--- config.mk ---
export PLATFORM = sky130hd
export DESIGN_NAME = thermocouple_spike_rejecter
export DESIGN_NICKNAME = d
export VERILOG_FILES = /design/src/rtl/tsr_pkg.sv /design/src/rtl/thermocouple_spike_rejecter.sv
export VERILOG_INCLUDE_DIRS = /design/src /design/src/rtl
export SDC_FILE = /design/constraint.sdc
export NUM_CORES = 1
export LEC_CHECK = 0
export BUFFER_PORTS_ARGS = -buffer_cell sky130_fd_sc_hd__buf_4
export CORE_UTILIZATION = 40
export DETAILED_ROUTE_END_ITERATION = 7
export PLACE_DENSITY_LB_ADDON = 0.1
export REMOVE_ABC_BUFFERS = 1
export SYNTH_ARGS = -nofsm -noshare
export SYNTH_HDL_FRONTEND = slang
export SYNTH_SLANG_ARGS = --single-unit
--- constraint.sdc ---
create_clock -name clk -period 10 [get_ports clk]
set_clock_uncertainty 0.15 [all_clocks]
set_input_delay 2 -clock clk [delete_from_list [all_inputs] [get_ports clk]]
set_output_delay 2 -clock clk [all_outputs]
set_load 0.005 [all_outputs]
--- src/rtl/thermocouple_spike_rejecter_defines.svh ---
// Assertion macros shared by the spike rejecter RTL.
`ifndef THERMOCOUPLE_SPIKE_REJECTER_DEFINES_SVH
`define THERMOCOUPLE_SPIKE_REJECTER_DEFINES_SVH

// Same-cycle implication, sampled on clk, off during reset.
`define TSR_ASSERT_NOW(label, ante, cons) \
	label: assert property (@(posedge clk) disable iff (!arst_n) (ante) |-> (cons)) \
		else $error("tsr assertion failed");

// Next-cycle implication, sampled on clk, off during reset.
`define TSR_ASSERT_NEXT(label, ante, cons) \
	label: assert property (@(posedge clk) disable iff (!arst_n) (ante) |=> (cons)) \
		else $error("tsr assertion failed");

`endif

--- src/rtl/tsr_pkg.sv ---
package tsr_pkg;

	localparam int unsigned RAW_W    = 16;
	localparam int unsigned TEMP_W   = 12;
	localparam int unsigned TRAW_W   = 13;
	localparam int unsigned COUNT_W  = 8;
	localparam int unsigned STATUS_W = 2;
	localparam int unsigned CFG_IDX_W  = 2;
	localparam int unsigned CFG_DATA_W = 12;
	localparam int unsigned OUT_DATA_W = 16;

	// Result status codes
	localparam logic [STATUS_W-1:0] ST_OK     = 2'd0;
	localparam logic [STATUS_W-1:0] ST_OPEN   = 2'd1;
	localparam logic [STATUS_W-1:0] ST_NOCOMM = 2'd2;

	// Register indexes
	localparam logic [CFG_IDX_W-1:0] REG_VALID_MIN   = 2'd0;
	localparam logic [CFG_IDX_W-1:0] REG_VALID_MAX   = 2'd1;
	localparam logic [CFG_IDX_W-1:0] REG_JUMP_LIMIT  = 2'd2;
	localparam logic [CFG_IDX_W-1:0] REG_SPIKE_LIMIT = 2'd3;

	// Register reset values
	localparam logic [TEMP_W-1:0]  VALID_MIN_RST   = 12'd0;
	localparam logic [TEMP_W-1:0]  VALID_MAX_RST   = 12'd4095;
	localparam logic [TEMP_W-1:0]  JUMP_LIMIT_RST  = 12'd80;
	localparam logic [COUNT_W-1:0] SPIKE_LIMIT_RST = 8'd3;

	localparam logic [RAW_W-1:0]   RAW_ALL_ONES = 16'hFFFF;
	localparam int unsigned        OPEN_BIT     = 2;
	localparam logic [COUNT_W-1:0] COUNT_MAX    = 8'd255;

endpackage

--- src/rtl/thermocouple_spike_rejecter.sv ---
// Thermocouple spike rejecter: takes one 16-bit converter word per beat (temperature in
// bits 15:3, quarter degrees, open-input flag in bit 2) with a link-failure flag in tuser,
// and returns one result beat: status, reading_ok and the reported temperature, which
// holds its previous value on faults. One beat is accepted every clock cycle while the
// result stream is not stalled; each result passes through the input register and then the
// result register around the single compare-and-count stage. Registers are written through the
// cfg channel, which is always ready; write them only while no beat is in flight.
`include "thermocouple_spike_rejecter_defines.svh"

module thermocouple_spike_rejecter (
	input  logic                           clk,
	input  logic                           arst_n,
	// cfg write channel
	input  logic                           cfg_valid,
	output logic                           cfg_ready,
	input  logic [tsr_pkg::CFG_IDX_W-1:0]  cfg_index,
	input  logic [tsr_pkg::CFG_DATA_W-1:0] cfg_data,
	// input stream
	input  logic                           s_tvalid,
	output logic                           s_tready,
	input  logic [tsr_pkg::RAW_W-1:0]      s_tdata,   // [15:0] raw_word
	input  logic                           s_tuser,   // [0] link_fail
	// result stream
	output logic                           m_tvalid,
	input  logic                           m_tready,
	output logic [tsr_pkg::OUT_DATA_W-1:0] m_tdata    // [1:0] status, [2] reading_ok,
	                                                  // [14:3] temperature, [15] zero
);
	import tsr_pkg::*;

	// Configuration registers
	logic [TEMP_W-1:0]  valid_min_q, valid_max_q, jump_limit_q;
	logic [COUNT_W-1:0] spike_limit_q;

	// Block state
	logic [TEMP_W-1:0]  last_good_q, shown_temp_q;
	logic               have_good_q;
	logic [COUNT_W-1:0] spike_count_q;

	// Input register
	logic               valid_s1;
	logic [RAW_W-1:0]   raw_s1;
	logic               fail_s1;

	// Result register
	logic                valid_s2;
	logic [STATUS_W-1:0] status_s2;
	logic                ok_s2;
	logic [TEMP_W-1:0]   temp_s2;

	logic advance;

	assign cfg_ready = 1'b1;

	// Register writes
	always_ff @(posedge clk or negedge arst_n) begin
		if (!arst_n) begin
			valid_min_q   <= VALID_MIN_RST;
			valid_max_q   <= VALID_MAX_RST;
			jump_limit_q  <= JUMP_LIMIT_RST;
			spike_limit_q <= SPIKE_LIMIT_RST;
		end else if (cfg_valid && cfg_ready) begin
			case (cfg_index)
				REG_VALID_MIN:   valid_min_q   <= cfg_data;
				REG_VALID_MAX:   valid_max_q   <= cfg_data;
				REG_JUMP_LIMIT:  jump_limit_q  <= cfg_data;
				REG_SPIKE_LIMIT: spike_limit_q <= cfg_data[COUNT_W-1:0];
				default: ;
			endcase
		end
	end

	// Handshake: s1 moves on when the result register is free or being drained
	assign advance  = valid_s1 && (!valid_s2 || m_tready);
	assign s_tready = !valid_s1 || advance;

	always_ff @(posedge clk or negedge arst_n) begin
		if (!arst_n) begin
			valid_s1 <= 1'b0;
		end else if (s_tready) begin
			valid_s1 <= s_tvalid;
		end
	end

	always_ff @(posedge clk) begin
		if (s_tvalid && s_tready) begin
			raw_s1  <= s_tdata;
			fail_s1 <= s_tuser;
		end
	end

	// Classification and spike test
	logic [TRAW_W-1:0]   t_raw;
	logic [TRAW_W-1:0]   jump;
	logic                nocomm, open_in, out_range, spike;
	logic [COUNT_W-1:0]  count_inc;
	logic [STATUS_W-1:0] status_n;
	logic                take_good, count_upd;

	assign t_raw     = raw_s1[RAW_W-1:3];
	assign nocomm    = fail_s1 || (raw_s1 == RAW_ALL_ONES);
	assign open_in   = raw_s1[OPEN_BIT];
	assign out_range = (t_raw < {1'b0, valid_min_q}) || (t_raw > {1'b0, valid_max_q});
	assign jump      = (t_raw >= {1'b0, last_good_q}) ? (t_raw - {1'b0, last_good_q})
	                                                  : ({1'b0, last_good_q} - t_raw);
	assign spike     = have_good_q && (jump > {1'b0, jump_limit_q});
	assign count_inc = (spike_count_q == COUNT_MAX) ? spike_count_q
	                                                : spike_count_q + 1'b1;

	always_comb begin
		status_n  = ST_OK;
		take_good = 1'b0;
		count_upd = 1'b0;
		if (nocomm) begin
			status_n = ST_NOCOMM;
		end else if (open_in) begin
			status_n = ST_OPEN;
		end else if (out_range) begin
			status_n = ST_NOCOMM;
		end else if (spike) begin
			count_upd = 1'b1;
			status_n  = (count_inc < spike_limit_q) ? ST_OK : ST_NOCOMM;
		end else begin
			take_good = 1'b1;
		end
	end

	// State update as the beat passes into the result register
	always_ff @(posedge clk or negedge arst_n) begin
		if (!arst_n) begin
			last_good_q   <= '0;
			have_good_q   <= 1'b0;
			spike_count_q <= '0;
			shown_temp_q  <= '0;
		end else if (advance) begin
			if (take_good) begin
				last_good_q   <= t_raw[TEMP_W-1:0];
				have_good_q   <= 1'b1;
				spike_count_q <= '0;
				shown_temp_q  <= t_raw[TEMP_W-1:0];
			end else if (count_upd) begin
				spike_count_q <= count_inc;
				if (status_n == ST_OK) begin
					shown_temp_q <= last_good_q;
				end
			end
		end
	end

	// Result register
	always_ff @(posedge clk or negedge arst_n) begin
		if (!arst_n) begin
			valid_s2 <= 1'b0;
		end else if (advance) begin
			valid_s2 <= 1'b1;
		end else if (m_tready) begin
			valid_s2 <= 1'b0;
		end
	end

	always_ff @(posedge clk) begin
		if (advance) begin
			status_s2 <= status_n;
			ok_s2     <= (status_n == ST_OK);
			if (take_good) begin
				temp_s2 <= t_raw[TEMP_W-1:0];
			end else if (count_upd && (status_n == ST_OK)) begin
				temp_s2 <= last_good_q;
			end else begin
				temp_s2 <= shown_temp_q;
			end
		end
	end

	assign m_tvalid = valid_s2;
	assign m_tdata  = {1'b0, temp_s2, ok_s2, status_s2};

	// Checks
	`TSR_ASSERT_NOW(a_ok_matches_status, m_tvalid, m_tdata[2] == (m_tdata[1:0] == ST_OK))
	`TSR_ASSERT_NOW(a_no_status_three, m_tvalid, m_tdata[1:0] != 2'd3)
	`TSR_ASSERT_NOW(a_no_count_without_good, !have_good_q, spike_count_q == '0)
	`TSR_ASSERT_NEXT(a_stall_keeps_s1, valid_s1 && valid_s2 && !m_tready,
		valid_s1 && $stable(raw_s1) && $stable(fail_s1))

endmodule
==> results of run 1 <==
## sequential cells by signal, summed over array words and instances, names as in the netlist
| signal | flops |
|---|---|
| shown_temp_q | 12 |
| valid_max_q | 12 |
| last_good_q | 12 |
| temp_s2 | 12 |
| jump_limit_q | 12 |
| have_good_q | 1 |
| ok_s2 | 1 |
| m_tvalid | 1 |
| raw_s1 | 16 |
| spike_limit_q | 8 |
| status_s2 | 2 |
| spike_count_q | 8 |
| valid_min_q | 12 |
| valid_s1 | 1 |
| fail_s1 | 1 |
## worst reg2reg max path: stages, from the launching register on
cell,delay (ps)
edfxtp_1,610
ha_1,540
and4_4,280
nand2_1,60
a311o_1,380
nand3_4,250
mux2i_1,310
a22oi_1,150
o311ai_0,410
xnor2_1,210
ha_1,300
a2111oi_0,440
a31oi_1,280
nor2b_1,290
mux2i_4,170
a21oi_2,780
mux2i_1,280
## metrics by stage
| step | worst slack (ps) | power [mW] | cell area [um2] | hold WS, ps |
|---|---|---|---|---|
| after floorplan | 4980 | 1.38 | 6950 | 307 |
| after global placement | 4150 | 1.67 | 7640 | 327 |
| after detailed placement | 4030 | 1.67 | 7640 | 332 |
| after CTS | 4000 | 2.06 | 7960 | 350 |
| after global routing | 3610 | 2.21 | 7960 | 377 |
| final | 4040 | 2.05 | 7960 | 343 |
## cell families (layout without fill, tap and decap cells)
family | Yosys count | in the layout
fa+ha+maj | 69 | 69
xor+xnor | 10 | 10
simple gates | 152 | 152
buf+inv | 124 | 165
other cells | 2 | 2
flops | 111 | 111
mux | 73 | 73
compound gates | 149 | 149
## metal layers
layer	vias up	part of all wire, %
met1	2560	49
met5	-	0
met2	80	46
met3	24	2.4
li1	2545	-
met4	0	2.2
## cell usage in the layout (no fill, tap or decap), drive strengths merged, types with 31 or more instances in the layout
master / Yosys / routed
inv: 95 / 97
nor2: 35 / 35
edfxtp: 32 / 32
mux2i: 35 / 35
nand2: 34 / 34
dfrtp: 63 / 63
mux2: 38 / 38
o21ai: 31 / 31
ha: 67 / 67
buf: 16 / 54
## power by group through the flow
| stage | Sequential, mW | Clock [mW] | Combinational [mW] |
|---|---|---|---|
| after floorplan | 0.654 | 0 | 0.722 |
| after global placement | 0.680 | 0 | 0.985 |
| after detailed placement | 0.683 | 0 | 0.988 |
| after CTS | 0.674 | 0.389 | 0.996 |
| after global routing | 0.689 | 0.403 | 1.12 |
| final | 0.676 | 0.377 | 0.996 |
## worst paths after layout
check,startpoint,endpoint,slack [ps],depth (start not counted)
max in group asynchronous,arst_n,jump_limit_q[8],7250,2
hold / removal,valid_s1,m_tvalid,340,1
setup reg to reg,raw_s1[11],shown_temp_q[7],4040,16
min in group asynchronous,arst_n,m_tvalid,1360,1
hold reg to reg,valid_s1,m_tvalid,340,1
setup / recovery,raw_s1[11],shown_temp_q[7],4040,16
## cell type report
| class | instances | area [um2] |
|---|---|---|
| multi-input cells | 455 | 3640 |
| fillers | 1641 | 9340 |
| clock buffers | 9 | 225 |
| clock inverters | 7 | 91.3 |
| well taps | 225 | 282 |
| repair buffers | 54 | 405 |
| inverters | 95 | 357 |
| flip-flops and latches | 111 | 2960 |
==> impl_metrics.toml, run 1 <==
[run_status]
run_status = "finished clean"

[die]
design.portCount = 55
die-width_um = 135
initial_utilization_pct = 41.1
overall_die_area_mm2 = 0.0183
die-height_um = 135
placeableCoreArea_mm2 = 0.0173
placement_rows = 48

[flow_run]
maxCapViolations = 0

[worst_setup_path]
critical_path_class = "register to register"
crit_path_max_incr_delay_ps = 780
cp_delay_by_family_top = "compound AO/OA/AOI/OAI gates"
critical_path_peak_fanout = 14
crit_path_cell_trace = "ha_1 > and4_4 > nand2_1 > a311o_1 > nand3_4 > mux2i_1 > a22oi_1 > o311ai_0 > xnor2_1 > ha_1 > a2111oi_0 > a31oi_1 > nor2b_1 > mux2i_4 > a21oi_2 > mux2i_1"
cp_data_arrival_time_ps = 6080
worstPathBufferInverterCount = 0
critical_path.slowest_cell = "a21oi_2"
endpoint_kind = "register"
start_kind = "register"
required_ps = 10130

[finish]
syn_to_final_growth_pct = 12.0
antenna-diode-count = 0
layoutNonFillerInstCount = 956
final_net_count = 831
drive_above_1_share_pct = 19.2
final_util_pct = 46.0

[logic_synthesis]
dominant_combinational_cell_family_by_area_after_synthesis = "compound AO/OA/AOI/OAI gates"
post_synth_fa_ha_maj_area_fraction_pct = 12.4
synthesized_area_fraction_occupied_by_and_or_nand_nor_cells_pct = 11.4
muxShareOfSynthArea_pct = 11.3
synth_area_per_inst_um2 = 10.3
yosys.area_share.xor_xnor_pct = 1.23
netlist_top_cells_area = "dfrtp_1 (22%), edfxtp_1 (14%), ha_1 (12%), mux2_2 (6.0%), dfstp_2 (5.9%)"
async_flop_share_pct = 71.2
dominantRegCellSynth = "dfrtp_1"
number_of_synthesized_flops_with_an_enable_pin = 32
yosysMostFrequentCell = "inv_1"
synth.yosys.seq_area_share_pct = 41.6
synth_largest_type_area_fraction_pct = 22.2
synth_compound_gate_area_share_pct = 14.7
mappedNetlistArea_mm2 = 0.00711
synth.ff_latch_count = 111
yosysWarningCount = 0
yosys.area.top_type = "dfrtp_1"
post_synth_num_cell_types = 63
synthTopCellsByCount = "inv_1 (94), ha_1 (67), dfrtp_1 (63)"
synth_cells = 690

[pwr]
power.share.combinational_pct = 48.6
power.share.switching_pct = 41.4
power.share.clock_pct = 18.4
p_switching_mw = 0.849
cell_leakage_power_nw = 3.60
cell_area_power_density_mw_per_mm2 = 258
ir_worst_vdd_uv = 127
intPower_mw = 1.20
seqPwrFrac_pct = 33.0

[timing]
rsz0062_at_grt = "false"
timing.final.max_slew_violations = 0
timing.final.setup_violations = 0
achievable-frequency_mhz = 168
tns_ps = 0
slew_headroom_pct = 31.5
finalWorstPathRequiredPeriod_ps = 5960
max_slew.worst_pin.slew_ps = 1030
layout_worst_path_cycle_share_pct = 59.6
report.final.hold_viol_count = 0

[global_routing]
use_met3_pct = 2.99
grt_most_used_layer = "met2"
grt.met1_usage_pct = 29.2
grt_pass1_vias = 5285
grt_overflow = 0
grt_antenna_before_repair = 0
grt_max_degree = 61
global_route.usage.met2_pct = 34.2
track_usage_pct = 21.2
grt_first_pass_wirelength_mm = 29.3

[clocking]
clk_latency_ps = 360
hold_buffers = 0
root_buffer = "clkbuf_16"
postCtsResizedCells = 0
clock-sinks = 111
cts_buffers = 9
worst_setup_hold_path_clk_slew_ps = 80
tritoncts = "yes"
cts_max_level = 3
cts-root-to-sink-buffers = 2
post_cts_setup_repair_buffer_count = 0

[place]
place.detailed.instances = 940
io_buffers = 52
place.detailed.hpwl_mm = 13.6
routabilityCongestion = 0.881

[route]
firstDrtPassIters = 7
routedWlPerCell_um = 18.9
post_drt_via_cell_ratio = 5.45
ant_nets = 0
route.detailed.drc = 0
drt_first_iter_violations = 475
wl_mm = 18.0
dr_total_vias = 5209

[min_path]
hold_path.class = "register to register"
No activity file was read; power rests on OpenSTA's default activity.
==> run 2: changes to the inputs <==
Clock period 10 ns to 5.36 ns, I/O delays scaled along.
==> impl_metrics.toml, run 2 (synthesis gave the netlist of run 1 again) <==
[route]
dr_total_vias = 5404
route.detailed.drc = 0
drt_first_iter_violations = 293
ant_nets = 0
wl_mm = 18.3
firstDrtPassIters = 5
routedWlPerCell_um = 18.5
post_drt_via_cell_ratio = 5.45

[clocking]
hold_buffers = 0
clk_latency_ps = 360
worst_setup_hold_path_clk_slew_ps = 70
root_buffer = "clkbuf_16"
cts-root-to-sink-buffers = 2
clock-sinks = 111
cts_max_level = 3
cts_buffers = 9
tritoncts = "yes"

[finish]
multi_input_comb_area_mm2 = 0.00372
regArea_mm2 = 0.00296
largest_register_ffs = 16
syn_to_final_growth_pct = 16.6
final_net_count = 867
number_of_filler_instances_in_the_final_layout = 1629
leading_cell_type_in_the_layout_fill_and_taps_excluded = "inv_1"
antenna-diode-count = 0
final_util_pct = 47.9
final_cell_mix = "inv_1 (94), buf_4 (87), ha_1 (65), dfrtp_1 (60), mux2_2 (38)"
registers.top_by_ff_count = "raw_s1"
drive_above_1_share_pct = 24.6

[worst_setup_path]
reg2reg_setup_slack_ps = 250
crit_path_start = "last_good_q[5]"
critical_path_class = "register to register"
setup.worst_path.end = "temp_s2[3]"
rr_startpoint = "last_good_q[5]"
start_kind = "register"
crit-reg2reg-capture = "temp_s2[3]"
rr_worst_depth = 20
endpoint_kind = "register"
required_ps = 5350
critical_path_peak_fanout = 19
cp_data_arrival_time_ps = 5100

[die]
initial_utilization_pct = 41.1
die-height_um = 135
placement_rows = 48
overall_die_area_mm2 = 0.0183
die-width_um = 135
design.portCount = 55
placeableCoreArea_mm2 = 0.0173

[global_routing]
track_usage_pct = 21.4
grt.met1_usage_pct = 28.9
use_met3_pct = 3.63
grt_pass1_vias = 5456
grt_antenna_before_repair = 0
grt_most_used_layer = "met2"
global_route.usage.met2_pct = 34.5
grt_max_degree = 61
grt_overflow = 0
grt_first_pass_wirelength_mm = 29.5

[run_status]
run_status = "finished clean"

[place]
post_place_setup_slack_ps = -77.4
io_buffers = 52
routabilityCongestion = 0.905
place.detailed.hpwl_mm = 14.1

[timing]
max_slew.worst_pin.slew_ps = 1020
timing.final.max_slew_violations = 0
report.final.hold_viol_count = 0
achievable-frequency_mhz = 196
postLayoutSetupSlackWorst_ps = 252
slew_headroom_pct = 31.9
timing.final.setup_violations = 0
finalWorstPathRequiredPeriod_ps = 5110
layout_worst_path_cycle_share_pct = 95.3

[pwr]
intPower_mw = 2.31
power.share.switching_pct = 40.9
seqPwrFrac_pct = 31.7
cell_leakage_power_nw = 3.76
cell_area_power_density_mw_per_mm2 = 472
power.share.combinational_pct = 52.0
p_switching_mw = 1.60
ir_worst_vdd_uv = 243
power.share.clock_pct = 16.3

[flow_run]
maxCapViolations = 0

[min_path]
hold_path.class = "register to register"
[run 2: power by group through the flow]
stage / Clock [mW] / Sequential, mW / Combinational (mW)
after CTS: 0.661 / 1.25 / 1.93
after floorplan: 0 / 1.22 / 1.35
final: 0.638 / 1.24 / 2.03
after detailed placement: 0 / 1.26 / 1.90
after global routing: 0.694 / 1.27 / 2.27
after global placement: 0 / 1.25 / 1.87
[run 2: worst min path at each step]
| stage | depth (start not counted) | to | start | slack, ps |
|---|---|---|---|---|
| 2_1_floorplan | 1 | m_tvalid | valid_s1 | 310 |
| 3_3_place_gp | 1 | m_tvalid | valid_s1 | 330 |
| 3_5_place_dp | 1 | spike_limit_q[6] | spike_limit_q[6] | 350 |
| 4_1_cts | 1 | spike_limit_q[6] | spike_limit_q[6] | 360 |
| 5_1_grt | 1 | spike_limit_q[4] | spike_limit_q[4] | 390 |
| 6_report | 1 | jump_limit_q[10] | jump_limit_q[10] | 360 |
[run 2: routing by layer]
metal,vias up,part of all wire [%]
li1,2627,-
met1,2620,47
met2,135,47
met5,-,0
met4,0,2.2
met3,22,3.5
[run 2: critical path, cell delays in order, from the launching register on]
cell	delay, ps
dfrtp_1	420
inv_1	80
ha_1	360
and4_4	260
nand2_1	60
a311o_1	410
nand3_4	170
mux2_2	370
a221oi_2	320
o21ai_1	170
xor2_1	170
ha_1	310
o21a_1	120
o21a_1	100
o32ai_1	80
a31oi_2	320
nor2b_2	110
mux2i_4	190
buf_4	190
nand2_4	150
a222oi_1	380
[run 2: repair_timing]
item / 4_1_cts / 5_1_grt
setup buffers: 0 / 6
gates cloned: 0 / 1
pin swaps: 0 / 5
endpoints found under the setup margin: 19 / 45
resized for setup: 4 / 17
[run 2: area by class of cell]
class,count,area share (%)
multi-input cells,456,45.0
flip-flops and latches,111,35.8
repair buffers,89,8.26
inverters,95,4.31
well taps,225,3.40
clock buffers,10,2.76
clock inverters,6,0.559
[run 2: stage by stage]
stage	std cells	area [um2]	power, mW	TNS (ps)	hold slack, ps
final	992	8280	3.91	0	359
after global routing	992	8280	4.23	-8.08	387
after CTS	985	8160	3.84	0	363
after detailed placement	969	7870	3.16	-463	346
after global placement	969	7870	3.12	0	327
after floorplan	661	6950	2.57	0	307
